--- src/design/smc_pkg.sv ---
package smc_pkg;

    // Build defaults for the top-level parameters
    localparam int SMC_MAX_WORD_BITS = 16;
    localparam int SMC_DIVIDER_BITS  = 8;

    // Fixed field widths
    localparam int DATA_W      = 16;
    localparam int CFG_INDEX_W = 3;
    localparam int CFG_DATA_W  = 8;
    localparam int QUEUE_DEPTH = 2;

    // Configuration register indexes
    localparam logic [CFG_INDEX_W-1:0] CFG_DIVIDER  = 3'd0;
    localparam logic [CFG_INDEX_W-1:0] CFG_PHASE    = 3'd1;
    localparam logic [CFG_INDEX_W-1:0] CFG_POLARITY = 3'd2;
    localparam logic [CFG_INDEX_W-1:0] CFG_WORD_LEN = 3'd3;

    // Operation codes of an input item
    typedef enum logic [1:0] {
        OP_TICK   = 2'd0,
        OP_WRITE  = 2'd1,
        OP_RDATA  = 2'd2,
        OP_STATUS = 2'd3
    } t_op;

    // Classified item as it travels from front to engine
    typedef struct packed {
        logic              is_tick;
        logic              is_write;
        logic              is_rdata;
        logic              is_status;
        logic [DATA_W-1:0] wdata;
        logic              miso;
    } t_cmd;

    // One result item
    typedef struct packed {
        logic              sck;
        logic              mosi;
        logic [DATA_W-1:0] rdata;
        logic              done;
        logic              collision;
        logic              overrun;
        logic              busy;
    } t_result;

endpackage

--- src/design/spi_master_controller_top.sv ---
// Channel | Direction | Handshake                    | Payload
// in      | input     | i_in_valid / o_in_ready      | i_operation, i_write_data, i_miso_level
// out     | output    | o_out_valid / i_out_ready    | o_sck_level .. o_busy_res
// cfg     | input     | i_cfg_we (no wait)           | i_cfg_index, i_cfg_data
//
// One item per clock sustained while the output is not stalled; each item gives one result.
// The rate is set by the engine: one item per cycle to the serial state, unless stalled.
// A two-entry queue between decode and engine absorbs a stalled output register.
// Synchronous active-low reset; clears flags, pointers and the transfer state.
// When the output stalls, the queue fills and o_in_ready drops once it is full.
module spi_master_controller_top
    import smc_pkg::*;
#(
    parameter int MAX_WORD_BITS = SMC_MAX_WORD_BITS,
    parameter int DIVIDER_BITS  = SMC_DIVIDER_BITS
) (
    input  logic                   i_clk,
    input  logic                   i_rst_n,
    input  logic                   i_cfg_we,
    input  logic [CFG_INDEX_W-1:0] i_cfg_index,
    input  logic [CFG_DATA_W-1:0]  i_cfg_data,
    input  logic                   i_in_valid,
    output logic                   o_in_ready,
    input  logic [1:0]             i_operation,
    input  logic [DATA_W-1:0]      i_write_data,
    input  logic                   i_miso_level,
    output logic                   o_out_valid,
    input  logic                   i_out_ready,
    output logic                   o_sck_level,
    output logic                   o_mosi_level,
    output logic [DATA_W-1:0]      o_read_data,
    output logic                   o_transfer_done,
    output logic                   o_write_collision,
    output logic                   o_read_overrun,
    output logic                   o_busy_res
);

    t_cmd    dec_cmd, q_cmd;
    t_result res;
    logic    q_full, q_nempty, q_pop;

    assign o_in_ready = !q_full;

    smc_front u_front (
        .i_operation  (i_operation),
        .i_write_data (i_write_data),
        .i_miso_level (i_miso_level),
        .o_cmd        (dec_cmd)
    );

    smc_queue u_queue (
        .i_clk    (i_clk),
        .i_rst_n  (i_rst_n),
        .i_push   (i_in_valid && !q_full),
        .i_data   (dec_cmd),
        .o_full   (q_full),
        .i_pop    (q_pop),
        .o_nempty (q_nempty),
        .o_data   (q_cmd)
    );

    smc_engine #(
        .MAX_WORD_BITS (MAX_WORD_BITS),
        .DIVIDER_BITS  (DIVIDER_BITS)
    ) u_engine (
        .i_clk       (i_clk),
        .i_rst_n     (i_rst_n),
        .i_cfg_we    (i_cfg_we),
        .i_cfg_index (i_cfg_index),
        .i_cfg_data  (i_cfg_data),
        .i_cmd_valid (q_nempty),
        .i_cmd       (q_cmd),
        .o_cmd_pop   (q_pop),
        .o_out_valid (o_out_valid),
        .i_out_ready (i_out_ready),
        .o_result    (res)
    );

    assign o_sck_level       = res.sck;
    assign o_mosi_level      = res.mosi;
    assign o_read_data       = res.rdata;
    assign o_transfer_done   = res.done;
    assign o_write_collision = res.collision;
    assign o_read_overrun    = res.overrun;
    assign o_busy_res        = res.busy;

endmodule

--- src/design/smc_front.sv ---
module smc_front
    import smc_pkg::*;
(
    input  logic [1:0]        i_operation,
    input  logic [DATA_W-1:0] i_write_data,
    input  logic              i_miso_level,
    output t_cmd              o_cmd
);

    // Decode the operation; unused payload is zeroed so the engine sees clean fields
    always_comb begin
        o_cmd = '0;
        case (t_op'(i_operation))
            OP_TICK: begin
                o_cmd.is_tick = 1'b1;
                o_cmd.miso    = i_miso_level;
            end
            OP_WRITE: begin
                o_cmd.is_write = 1'b1;
                o_cmd.wdata    = i_write_data;
            end
            OP_RDATA:  o_cmd.is_rdata  = 1'b1;
            OP_STATUS: o_cmd.is_status = 1'b1;
            default:   o_cmd = '0;
        endcase
    end

endmodule

--- src/design/smc_queue.sv ---
module smc_queue
    import smc_pkg::*;
(
    input  logic i_clk,
    input  logic i_rst_n,
    input  logic i_push,
    input  t_cmd i_data,
    output logic o_full,
    input  logic i_pop,
    output logic o_nempty,
    output t_cmd o_data
);

    localparam int PW = (QUEUE_DEPTH > 1) ? $clog2(QUEUE_DEPTH) : 1;
    localparam int CW = $clog2(QUEUE_DEPTH + 1);

    t_cmd          r_mem [QUEUE_DEPTH];
    logic [PW-1:0] r_wptr, r_rptr;
    logic [CW-1:0] r_count;

    assign o_full   = (r_count == CW'(QUEUE_DEPTH));
    assign o_nempty = (r_count != '0);
    assign o_data   = r_mem[r_rptr];

    function automatic logic [PW-1:0] wrap_inc(input logic [PW-1:0] p);
        return (p == PW'(QUEUE_DEPTH - 1)) ? '0 : p + PW'(1);
    endfunction

    // Storage
    always_ff @(posedge i_clk) begin
        if (i_push) begin
            r_mem[r_wptr] <= i_data;
        end
    end

    // Pointers and fill count
    always_ff @(posedge i_clk) begin
        if (!i_rst_n) begin
            r_wptr  <= '0;
            r_rptr  <= '0;
            r_count <= '0;
        end else begin
            if (i_push) r_wptr <= wrap_inc(r_wptr);
            if (i_pop)  r_rptr <= wrap_inc(r_rptr);
            case ({i_push, i_pop})
                2'b10:   r_count <= r_count + CW'(1);
                2'b01:   r_count <= r_count - CW'(1);
                default: r_count <= r_count;
            endcase
        end
    end

    a_no_overflow: assert property (@(posedge i_clk) disable iff (!i_rst_n)
        o_full |-> !(i_push && !i_pop))
        else $error("queue written while full");

endmodule

--- src/design/smc_engine.sv ---
module smc_engine
    import smc_pkg::*;
#(
    parameter int MAX_WORD_BITS = SMC_MAX_WORD_BITS,
    parameter int DIVIDER_BITS  = SMC_DIVIDER_BITS
) (
    input  logic                   i_clk,
    input  logic                   i_rst_n,
    input  logic                   i_cfg_we,
    input  logic [CFG_INDEX_W-1:0] i_cfg_index,
    input  logic [CFG_DATA_W-1:0]  i_cfg_data,
    input  logic                   i_cmd_valid,
    input  t_cmd                   i_cmd,
    output logic                   o_cmd_pop,
    output logic                   o_out_valid,
    input  logic                   i_out_ready,
    output t_result                o_result
);

    localparam int MW = MAX_WORD_BITS;
    localparam int BW = $clog2(MAX_WORD_BITS + 1);
    localparam int IW = $clog2(MAX_WORD_BITS);
    localparam int DW = DIVIDER_BITS;

    // Configuration
    logic [CFG_DATA_W-1:0] r_div;
    logic                  r_pha, r_pol;
    logic [4:0]            r_wlen;

    // Transfer state
    logic [MW-1:0]     r_tx, n_tx;
    logic [DATA_W-1:0] r_rx, n_rx, r_rword, n_rword;
    logic [BW-1:0]     r_bits, n_bits;
    logic [DW-1:0]     r_cnt, n_cnt;
    logic r_clk, n_clk, r_mosi, n_mosi, r_running, n_running;
    logic r_done, n_done, r_coll, n_coll, r_ovr, n_ovr, r_seen, n_seen;

    // Output register
    t_result r_out;
    logic    r_out_valid;

    logic              pop;
    logic [15:0]       div_ext;
    logic [DW-1:0]     div_m, half, cnt_inc;
    logic [5:0]        wlen_sat;
    logic [BW-1:0]     eff_len;
    logic [DATA_W-1:0] rx_shift, rdata;
    logic              fin, leading;

    assign pop         = i_cmd_valid && (!r_out_valid || i_out_ready);
    assign o_cmd_pop   = pop;
    assign o_out_valid = r_out_valid;
    assign o_result    = r_out;

    function automatic logic tx_pick(input logic [MW-1:0] v, input logic [BW-1:0] cnt);
        logic [BW-1:0] m1;
        m1 = cnt - BW'(1);
        return v[m1[IW-1:0]];
    endfunction

    // Half period: divider made even and at least 8, then halved
    always_comb begin
        div_ext = {8'b0, r_div};
        div_m   = div_ext[DW-1:0] & ~DW'(1);
        if (div_m < DW'(8)) div_m = DW'(8);
        half = div_m >> 1;
    end

    // Word length saturated to 8 .. MAX_WORD_BITS
    always_comb begin
        wlen_sat = {1'b0, r_wlen};
        if (wlen_sat < 6'd8) wlen_sat = 6'd8;
        if (wlen_sat > 6'(MAX_WORD_BITS)) wlen_sat = 6'(MAX_WORD_BITS);
        eff_len = BW'(wlen_sat);
    end

    assign rx_shift = {r_rx[DATA_W-2:0], i_cmd.miso};
    assign cnt_inc  = r_cnt + DW'(1);

    // Next state for one item
    always_comb begin
        n_tx = r_tx;  n_rx = r_rx;  n_rword = r_rword;  n_bits = r_bits;
        n_cnt = r_cnt;  n_clk = r_clk;  n_mosi = r_mosi;  n_running = r_running;
        n_done = r_done;  n_coll = r_coll;  n_ovr = r_ovr;  n_seen = r_seen;
        rdata   = '0;
        fin     = 1'b0;
        leading = 1'b0;
        if (pop) begin
            if (i_cmd.is_tick) begin
                if (!r_running) begin
                    n_clk = r_pol;
                end else if (cnt_inc < half) begin
                    n_cnt = cnt_inc;
                end else begin
                    // SCK edge
                    n_cnt   = '0;
                    n_clk   = ~r_clk;
                    leading = (~r_clk) != r_pol;
                    if (r_bits == '0) begin
                        fin = 1'b1;
                    end else if (leading) begin
                        if (r_pha) n_mosi = tx_pick(r_tx, r_bits);
                        else       n_rx   = rx_shift;
                    end else begin
                        if (r_pha) n_rx = rx_shift;
                        n_bits = r_bits - BW'(1);
                        if (n_bits == '0)  fin    = 1'b1;
                        else if (!r_pha)   n_mosi = tx_pick(r_tx, n_bits);
                    end
                end
            end else if (i_cmd.is_write) begin
                if (r_running) begin
                    n_coll = 1'b1;
                end else begin
                    if (r_seen) begin
                        n_done = 1'b0;  n_coll = 1'b0;  n_ovr = 1'b0;  n_seen = 1'b0;
                    end
                    n_tx      = MW'(i_cmd.wdata);
                    n_rx      = '0;
                    n_bits    = eff_len;
                    n_cnt     = '0;
                    n_clk     = r_pol;
                    n_running = 1'b1;
                    n_mosi    = tx_pick(MW'(i_cmd.wdata), eff_len);
                end
            end else if (i_cmd.is_rdata) begin
                rdata = r_rword;
                if (r_seen) begin
                    n_done = 1'b0;  n_coll = 1'b0;  n_ovr = 1'b0;  n_seen = 1'b0;
                end
            end else if (i_cmd.is_status) begin
                if (r_done || r_coll || r_ovr) n_seen = 1'b1;
            end
            // end of word
            if (fin) begin
                n_running = 1'b0;
                n_rword   = n_rx;
                if (r_done) n_ovr = 1'b1;
                n_done = 1'b1;
            end
        end
        // idle SCK follows a polarity change
        if (i_cfg_we && (i_cfg_index == CFG_POLARITY) && !r_running) begin
            n_clk = i_cfg_data[0];
        end
    end

    // Configuration registers
    always_ff @(posedge i_clk) begin
        if (!i_rst_n) begin
            r_div  <= CFG_DATA_W'(8);
            r_pha  <= 1'b0;
            r_pol  <= 1'b0;
            r_wlen <= 5'd8;
        end else if (i_cfg_we) begin
            case (i_cfg_index)
                CFG_DIVIDER:  r_div  <= i_cfg_data;
                CFG_PHASE:    r_pha  <= i_cfg_data[0];
                CFG_POLARITY: r_pol  <= i_cfg_data[0];
                CFG_WORD_LEN: r_wlen <= i_cfg_data[4:0];
                default: ;
            endcase
        end
    end

    // Transfer state registers
    always_ff @(posedge i_clk) begin
        if (!i_rst_n) begin
            r_tx <= '0;  r_rx <= '0;  r_rword <= '0;  r_bits <= '0;  r_cnt <= '0;
            r_clk <= 1'b0;  r_mosi <= 1'b0;  r_running <= 1'b0;
            r_done <= 1'b0;  r_coll <= 1'b0;  r_ovr <= 1'b0;  r_seen <= 1'b0;
        end else begin
            r_tx <= n_tx;  r_rx <= n_rx;  r_rword <= n_rword;  r_bits <= n_bits;
            r_cnt <= n_cnt;  r_clk <= n_clk;  r_mosi <= n_mosi;  r_running <= n_running;
            r_done <= n_done;  r_coll <= n_coll;  r_ovr <= n_ovr;  r_seen <= n_seen;
        end
    end

    // Result register
    always_ff @(posedge i_clk) begin
        if (!i_rst_n) begin
            r_out_valid <= 1'b0;
        end else if (pop) begin
            r_out_valid <= 1'b1;
        end else if (i_out_ready) begin
            r_out_valid <= 1'b0;
        end
    end

    always_ff @(posedge i_clk) begin
        if (pop) begin
            r_out.sck       <= n_clk;
            r_out.mosi      <= n_mosi;
            r_out.rdata     <= rdata;
            r_out.done      <= n_done;
            r_out.collision <= n_coll;
            r_out.overrun   <= n_ovr;
            r_out.busy      <= n_running;
        end
    end

    a_busy_has_bits: assert property (@(posedge i_clk) disable iff (!i_rst_n)
        r_running |-> (r_bits != '0))
        else $error("transfer running with no bits left");

    a_done_on_finish: assert property (@(posedge i_clk) disable iff (!i_rst_n)
        $rose(r_done) |-> !r_running && $past(r_running))
        else $error("done flag rose without a finished word");

    a_collision_cause: assert property (@(posedge i_clk) disable iff (!i_rst_n)
        $rose(r_coll) |-> $past(pop && i_cmd.is_write && r_running))
        else $error("collision flag without a write during a transfer");

endmodule

--- config.mk ---
export PLATFORM = sky130hd
export DESIGN_NAME = spi_master_controller_top
export DESIGN_NICKNAME = d
export VERILOG_FILES = /design/src/design/smc_pkg.sv /design/src/design/spi_master_controller_top.sv /design/src/design/smc_front.sv /design/src/design/smc_queue.sv /design/src/design/smc_engine.sv
export SDC_FILE = /design/constraint.sdc
export NUM_CORES = 1
export LEC_CHECK = 0
export BUFFER_PORTS_ARGS = -buffer_cell sky130_fd_sc_hd__buf_2
export CORE_ASPECT_RATIO = 0.75
export CORE_UTILIZATION = 54
export CTS_CLUSTER_SIZE = 25
export DETAILED_ROUTE_END_ITERATION = 10
export PLACE_DENSITY = 0.76
export SYNTH_ARGS = -nofsm -noshare
export SYNTH_HDL_FRONTEND = slang
export SYNTH_SLANG_ARGS = --single-unit
--- constraint.sdc ---
create_clock -name i_clk -period 3 [get_ports i_clk]
set_input_delay 0.3 -clock i_clk [delete_from_list [all_inputs] [get_ports i_clk]]
set_output_delay 0.3 -clock i_clk [all_outputs]
set_load 0.05 [all_outputs]
Word level (Yosys, flattened, before mapping)
Memories as Yosys holds them, arrays and structs flattened. A register that Yosys moved wholly into a read port is not among the register bits.
Index checks and enable logic that the tools add are counted.
{"block": "op_classes", "add_sub_neg": 8, "magnitude_cmp": 7, "eq_ne": 16, "n_mux": 100, "n_bitwise": 4, "n_reduce_logical": 30}
{"op": "$mux 16", "n": 10}
{"op": "$mux 1", "n": 71}
{"op": "$mux 8", "n": 6}
{"op": "$mux 5", "n": 9}
{"op": "$lt 4x5->1 const B", "n": 3}
{"op": "$bmux 1 s4", "n": 3}
{"op": "$logic_not 5->1", "n": 2}
{"op": "$reduce_and 2->1", "n": 5}
{"op": "$add 8x1->8 const B", "n": 1}
{"op": "$eq 2x2->1 const B", "n": 4}
{"op": "$lt 8x4->1 const B", "n": 1}
{"op": "$lt 8x7->1", "n": 1}
{"op": "$ne 2x2->1 const B", "n": 4}
{"op": "$reduce_and 4->1", "n": 2}
{"op": "$reduce_bool 2->1", "n": 4}
{"op": "$sub 4x1->4 const B", "n": 2}
{"op": "$reduce_and 7->1", "n": 1}
{"op": "$eq 3x2->1 const B", "n": 2}
{"op": "$gt 6x5->1 const B", "n": 1}
{"op": "$reduce_bool 3->1", "n": 2}
{"op": "$lt 5x4->1 const B", "n": 1}
{"op": "$reduce_and 5->1", "n": 1}
{"op": "$sub 5x1->5 const B", "n": 1}
{"op": "$eq 2x1->1 const B", "n": 2}
{"op": "15 further kinds", "n": 26}
{"block": "totals", "regBits": 110, "mem_bits_rw": 42, "memories": 1}
{"name": "u_queue.r_mem", "depth": 2, "width": 21, "read_ports": 1, "rd_ports_with_merged_regs": 1, "write_ports": 1, "line": "smc_queue.sv:17", "text": "t_cmd r_mem [QUEUE_DEPTH];"}

Logic depth before layout (Yosys ltp)
{"block": "logic_depth", "word_depth": 12, "depth_mapped": 14}

By module
Synthesis repeated with hierarchy kept, for this count alone.
{"block": "unflattened", "hier_cells": 649, "hier_area_um2": 7136.8}
{"module": "smc_engine", "instances": 1, "cells_per_inst": 535, "area_each_um2": 5192.5, "seq_area_each_um2": 2322.2}
{"module": "smc_queue", "instances": 1, "cells_per_inst": 87, "area_each_um2": 1726.7, "seq_area_each_um2": 1361.3}
{"module": "smc_front", "instances": 1, "cells_per_inst": 25, "area_each_um2": 207.7, "seq_area_each_um2": 0.0}
{"module": "spi_master_controller_top", "instances": 1, "cells_per_inst": 2, "area_each_um2": 10.0, "seq_area_each_um2": 0.0}

Least setup slack after synthesis
OpenSTA, ideal clock, no wires.
{"block": "synth_timing", "path_kind": "register to register", "startpoint": "register u_engine.r_bits[0]", "endpoint": "register u_engine.r_out, in the netlist u_engine.o_result[20] (data pin)", "arrival_time_ns": 2.806, "required_time_ns": 2.732, "path_slack_ns": -0.074, "path_stages_with_launch": 11, "synth_period_minus_slack_ns": 3.074, "path_cell_list": "dfxtp_1 -> buf_1 -> inv_1 -> ha_1 -> xnor2_1 -> nand3_1 -> xor2_1 -> mux4_2 -> and3_1 -> o21ai_0 -> nand3_1"}
{"block": "synth_via", "elab_chain_cells": 12}
{"item": "start, declared", "line": "smc_engine.sv:33", "text": "logic [BW-1:0] r_bits, n_bits;"}
{"item": "start signal, assigned", "line": "smc_engine.sv:173", "text": "r_tx <= n_tx; r_rx <= n_rx; r_rword <= n_rword; r_bits <= n_bits;"}
{"item": "$sub 5x1->5", "line": "smc_engine.sv:57", "text": "m1 = cnt - BW'(1);"}
{"item": "$sub 4x1->4", "line": "smc_engine.sv:57"}
{"item": "$bmux 1 s4", "line": "smc_engine.sv:58", "text": "return v[m1[IW-1:0]];"}
{"item": "$mux 1 (not written as such)", "line": "smc_engine.sv:58"}
{"item": "$mux 1", "line": "smc_engine.sv:108", "text": "else if (!r_pha) n_mosi = tx_pick(r_tx, n_bits);"}
{"item": "$mux 1", "line": "smc_engine.sv:107", "text": "if (n_bits == '0) fin = 1'b1;"}
{"item": "$mux 1", "line": "smc_engine.sv:101", "text": "end else if (leading) begin"}
{"item": "$mux 1 *", "line": "smc_engine.sv:99", "text": "if (r_bits == '0) begin"}
{"item": "$mux 1 *", "line": "smc_engine.sv:92", "text": "end else if (cnt_inc < half) begin"}
{"item": "$mux 1 *", "line": "smc_engine.sv:90", "text": "if (!r_running) begin"}
{"item": "$mux 1 *", "line": "smc_engine.sv:89", "text": "if (i_cmd.is_tick) begin"}
{"item": "$mux 1 *", "line": "smc_engine.sv:88", "text": "if (pop) begin"}
{"item": "named net u_engine.n_mosi", "line": "smc_engine.sv:35", "text": "logic r_clk, n_clk, r_mosi, n_mosi, r_running, n_running;"}
{"item": "end, declared", "line": "smc_engine.sv:39", "text": "t_result r_out;"}
The timed path passes the listed nets; every way through them passes the cells marked *. The select of a mux whose other input is x is not followed.
A chain may end at the register's enable or synchronous reset.

Final worst setup path
{"block": "layout_timing", "startpoint": "register u_engine.r_div[4]", "endpoint": "register u_engine.r_rword[15]"}
{"block": "layout_via", "elab_chain_cells": 8}
{"item": "start, declared", "line": "smc_engine.sv:26", "text": "logic [CFG_DATA_W-1:0] r_div;"}
{"item": "start signal, assigned", "line": "smc_engine.sv:157", "text": "CFG_DIVIDER: r_div <= i_cfg_data;"}
{"item": "$lt 8x4->1", "line": "smc_engine.sv:65", "text": "if (div_m < DW'(8)) div_m = DW'(8);"}
{"item": "$mux 8 *", "line": "smc_engine.sv:65"}
{"item": "$lt 8x7->1 *", "line": "smc_engine.sv:92"}
{"item": "$mux 1", "line": "smc_engine.sv:92"}
{"item": "$mux 1", "line": "smc_engine.sv:90"}
{"item": "$mux 1", "line": "smc_engine.sv:89"}
{"item": "$mux 1", "line": "smc_engine.sv:88"}
{"item": "$reduce_and 2->1 (no source line)"}
{"item": "end signal, assigned", "line": "smc_engine.sv:173"}
{"item": "end, declared", "line": "smc_engine.sv:32", "text": "logic [DATA_W-1:0] r_rx, n_rx, r_rword, n_rword;"}
Mark *: on every way between the ends. The rest lies on a longest branch, timed or not. The select of a mux whose other input is x is not followed.

==> metrics.md <==
| Metric | Value |
|---|---|
| Critical path type | reg -> reg |
| Largest fanout on the critical path | 15 |
| Worst setup skew after layout | 0.01315 ns |
| Share of flip-flops with an asynchronous set or reset | 0 |
| Vias per Instance | 5.956 |
| Ratio of final minimum period to clock period | 0.9629 |
| Number of enable-type register cells in the synthesized netlist | 64 |
| Via count of the first global-routing pass | 5168 |
| Register-to-Register Path Depth | 11 |
| Highest cell delay on the worst timing path | 0.57 ns |
| Root cell of the clock tree | sky130_fd_sc_hd__clkbuf_16 |
| Max_cap viols | 0 |
| Power per standard cell area | roughly 840 mW/mm^2 |
| Count of antenna diodes in the layout | 0 |
| Post-DP Area | 0.007735 sq mm |
| Sequential fraction of the synthesis area | 0.5163 |
| Inserted Clock Buffers | 17 |
| Top Ports | 59 |
| TNS Setup | 0 ns |
| Unrepaired setup endpoints after global routing | false |
| Count of endpoints failing hold in the final timing report | 0 |
| Post-layout minimum cycle time | 2.889 ns |
| Skew-Pair Late Insertion Delay | around 0.42 ns |
| DRC viols | 0 |
| Synth Area per Inst | 10.93 sq um |
| Yosys warning count | 0 |
| Synth Cell Area | between 0.007 and 0.008 sq mm |
| Chip width | 134.7 microns |
| Synthesis-to-layout area growth | 16.84% |
| Critical Path Source Type | register |
| Fmax | 346.2 MHz |
| Chip Height | just over 100 microns |
| Synth top area share | 0.2694 |
| Crit path max-delay cell type | sky130_fd_sc_hd__or4_4 |
| Routability Congestion | ~0.86 |
| Number of cells on the worst hold path | 3 |
| Starting density of the core | 0.5676 |
| Final #Nets | around 770 |
| Synth unique cells | 58 |
| Path category of the worst min-delay check | in -> reg |
| Worst setup margin | 0.1112 ns |
| Layout cells sized above 1 | 0.2272 |
| Worst ir drop on vdd | 0.5412 mV |
| Sum of overflow across all layers after global routing | 0 |
| Maximum number of pins on one net before global-route repair | 41 |
| Worst path cell trace | or4_4, nor2b_1, ha_1, o211ai_1, nand3b_1, and3_4, o21ai_4, or4_4, buf_6, mux2i_1, a21oi_1 |
| Cell count after synthesis | 653 |
| Syn Nets | approximately 710 |
| Longest Clk Path Bufs | 2 |
| Slew Limit Headroom | 0.3107 |
| Max-slew violation count | 0 |
| Number of antenna violations at the first check in global routing | 0 |
| Global-route wire length before repair | 26.05 mm |
| Initial DRT Pass Iterations | 5 |
| Share of the core filled with cells | 0.6632 |
| Post-detail-place hpwl | between 10 and 15 mm |
| Clock-pin transition on the worst setup and hold timing paths | 0.06 ns |
| Most repeated library cell on the critical path | sky130_fd_sc_hd__or4_4 |
| Count of port buffers added during placement | 58 |
| Arrival time at the worst endpoint | 3.23 ns |
| GR Util All Layers | 0.2460 |
| Synth Flop Type | sky130_fd_sc_hd__dfxtp_1 |
| Die Footprint | ~0.014 sq mm |
| Hold slack final | roughly 0.11 ns |
| Summed area of non-filler cells in the final layout | between 0.008 and 0.009 sq mm |
| Floorplan row count | 35 |
| Static power due to leakage | 3.196 nW |
| Element type at the critical path end | register |
| Sink Count | between 150 and 200 |
| Worst slack at placement | 0.1158 ns |
| Cell types with the largest area share after synthesis | sky130_fd_sc_hd__edfxtp_1 (27%), sky130_fd_sc_hd__dfxtp_1 (25%), sky130_fd_sc_hd__mux2i_1 (4.9%) |
| Critical Path RT | 3.34 ns |
| Total setup violations reported at the end of the flow | 0 |
| Standard cell core area | 0.01257 sq mm |
| First DRT Iteration DRCs | ~570 |
| CTS H-Tree Depth | 4 |
| Clock tree from TritonCTS | yes |
| FF+latch count, synth | approximately 150 |
| Total length of routed wires | between 15 and 20 mm |
| Mean routed wirelength per cell | 17.60 microns |
| Status | completed |
| Number of vias after detailed routing | between 5000 and 6000 |
| Slew @ Worst Pin | approximately 1.0 ns |
| Post-synth top area cell | sky130_fd_sc_hd__edfxtp_1 |
| Number of nets with antenna violations after routing | 0 |
-- cells in the mapped netlist (2+ instances only) --
library cell and count:
sky130_fd_sc_hd__dfxtp_1 88, sky130_fd_sc_hd__edfxtp_1 64, sky130_fd_sc_hd__nor2_1 61, sky130_fd_sc_hd__nand2_1 42, sky130_fd_sc_hd__and2_1 37, sky130_fd_sc_hd__mux2i_1 35, sky130_fd_sc_hd__a21oi_1 30, sky130_fd_sc_hd__o21ai_0 30
sky130_fd_sc_hd__clkbuf_1 27, sky130_fd_sc_hd__a211oi_1 19, sky130_fd_sc_hd__a31oi_1 18, sky130_fd_sc_hd__ha_1 17, sky130_fd_sc_hd__nand3b_1 17, sky130_fd_sc_hd__inv_1 15, sky130_fd_sc_hd__mux4_2 14, sky130_fd_sc_hd__nand3_1 14
sky130_fd_sc_hd__a32o_2 10, sky130_fd_sc_hd__nor2b_1 9, sky130_fd_sc_hd__nor3_1 9, sky130_fd_sc_hd__xnor2_1 8, sky130_fd_sc_hd__or3_1 7, sky130_fd_sc_hd__xor2_1 7, sky130_fd_sc_hd__a21o_1 6, sky130_fd_sc_hd__a32o_1 6
sky130_fd_sc_hd__and3_1 6, sky130_fd_sc_hd__mux2_2 6, sky130_fd_sc_hd__buf_1 5, sky130_fd_sc_hd__buf_2 3, sky130_fd_sc_hd__nor4bb_1 3, sky130_fd_sc_hd__o2111ai_1 3, sky130_fd_sc_hd__o21bai_1 3, sky130_fd_sc_hd__a211o_1 2
sky130_fd_sc_hd__a311oi_1 2, sky130_fd_sc_hd__buf_6 2, sky130_fd_sc_hd__nand4b_1 2, sky130_fd_sc_hd__nor4b_1 2, sky130_fd_sc_hd__o211ai_1 2, sky130_fd_sc_hd__or4_4 2
-- critical path: cells and delay by family, from the launching register on --
kind	cells	cell delay, ns
fa+ha+maj	1	0.27
compound gates	3	0.32
simple gates	5	1.60
flops	1	0.32
buf+inv	1	0.18
mux	1	0.12
-- where the power goes --
group,total [W],internal [W],switching (W)
Combinational,0.00218,0.000725,0.00146
Sequential,0.00276,0.00255,0.000203
Clock,0.00208,0.00118,0.000906
-- cell usage in the layout (no fill, tap or decap), types with 9 or more instances in the layout --
cell | synthesis | routed
sky130_fd_sc_hd__dfxtp_1 | 88 | 86
sky130_fd_sc_hd__edfxtp_1 | 64 | 64
sky130_fd_sc_hd__nor2_1 | 61 | 60
sky130_fd_sc_hd__buf_2 | 3 | 58
sky130_fd_sc_hd__nand2_1 | 42 | 42
sky130_fd_sc_hd__and2_1 | 37 | 37
sky130_fd_sc_hd__mux2i_1 | 35 | 35
sky130_fd_sc_hd__o21ai_0 | 30 | 29
sky130_fd_sc_hd__a21oi_1 | 30 | 29
sky130_fd_sc_hd__buf_4 | 1 | 27
sky130_fd_sc_hd__a211oi_1 | 19 | 19
sky130_fd_sc_hd__a31oi_1 | 18 | 18
sky130_fd_sc_hd__clkbuf_16 | 0 | 18
sky130_fd_sc_hd__nand3b_1 | 17 | 17
sky130_fd_sc_hd__ha_1 | 17 | 17
sky130_fd_sc_hd__inv_1 | 15 | 15
sky130_fd_sc_hd__mux4_2 | 14 | 14
sky130_fd_sc_hd__nand3_1 | 14 | 13
sky130_fd_sc_hd__a32o_2 | 10 | 10
sky130_fd_sc_hd__nor2b_1 | 9 | 9
sky130_fd_sc_hd__nor3_1 | 9 | 9
-- cells by family after synthesis --
family                     Yosys count  share of synthesized area
muxes                               55                     0.1028
and+or+nand+nor                    220                     0.1657
adders and majority gates           17                    0.02981
xor gates and xnor gates            15                    0.01842
DFF                                152                     0.5163
AOI/OAI and AO/OA                  141                     0.1359
buffers and inverters               53                    0.03104
-- routing by layer --
| layer | vias up | GRT usage | wire length [microns] |
|---|---|---|---|
| met4 | 0 | 0.07001 | 185 |
| li1 | 2562 | - | - |
| met5 | - | 0 | 0 |
| met1 | 2599 | 0.3556 | 7735 |
| met2 | 186 | 0.3743 | 7028 |
| met3 | 19 | 0.05205 | 910 |
-- final timing paths --
check,start,to,slack [ns]
max,u_engine.r_div[4],u_engine.r_rword[15],0.11
min,i_cfg_data[7],u_engine.r_div[7],0.11
max reg2reg,u_engine.r_div[4],u_engine.r_rword[15],0.11
min reg2reg,u_engine.r_cnt[6],u_engine.r_cnt[6],0.50
-- timing repair --
action | CTS | global route
resized for setup | 0 | 6
hold buffers | 0 | 0
setup buffers | 0 | 1
endpoints found under the setup margin | 0 | 39
-- registers in the layout (all words and copies together) (netlist names), 2 cells and up, named ones only --
| register | cells |
|---|---|
| u_engine.o_result | 22 |
| u_engine.r_div | 7 |
| u_engine.r_tx | 16 |
| u_engine.r_rx | 16 |
| u_queue.r_mem | 42 |
| u_queue.r_count | 2 |
| u_engine.r_bits | 5 |
| u_engine.r_rword | 16 |
| u_engine.r_wlen | 5 |
| u_engine.r_cnt | 8 |
-- per-stage QoR --
stage	std cells	power (W)
2_1_floorplan	653	0.004343
3_3_place_gp	868	0.004870
3_5_place_dp	868	0.004950
4_1_cts	900	0.007033
5_1_grt	901	0.007336
6_report	901	0.007021
-- cell type report --
type	count	area, sq um
Clock buffer	20	478.0
Tap cell	166	207.7
Sequential cell	152	3686
Timing Repair Buffer	88	544.3
Multi-Input combinational cell	448	3263
Fill cell	944	4233
Inverter	15	56.30
Clock inverter	12	100.1
(Power assumes the default switching activity.)
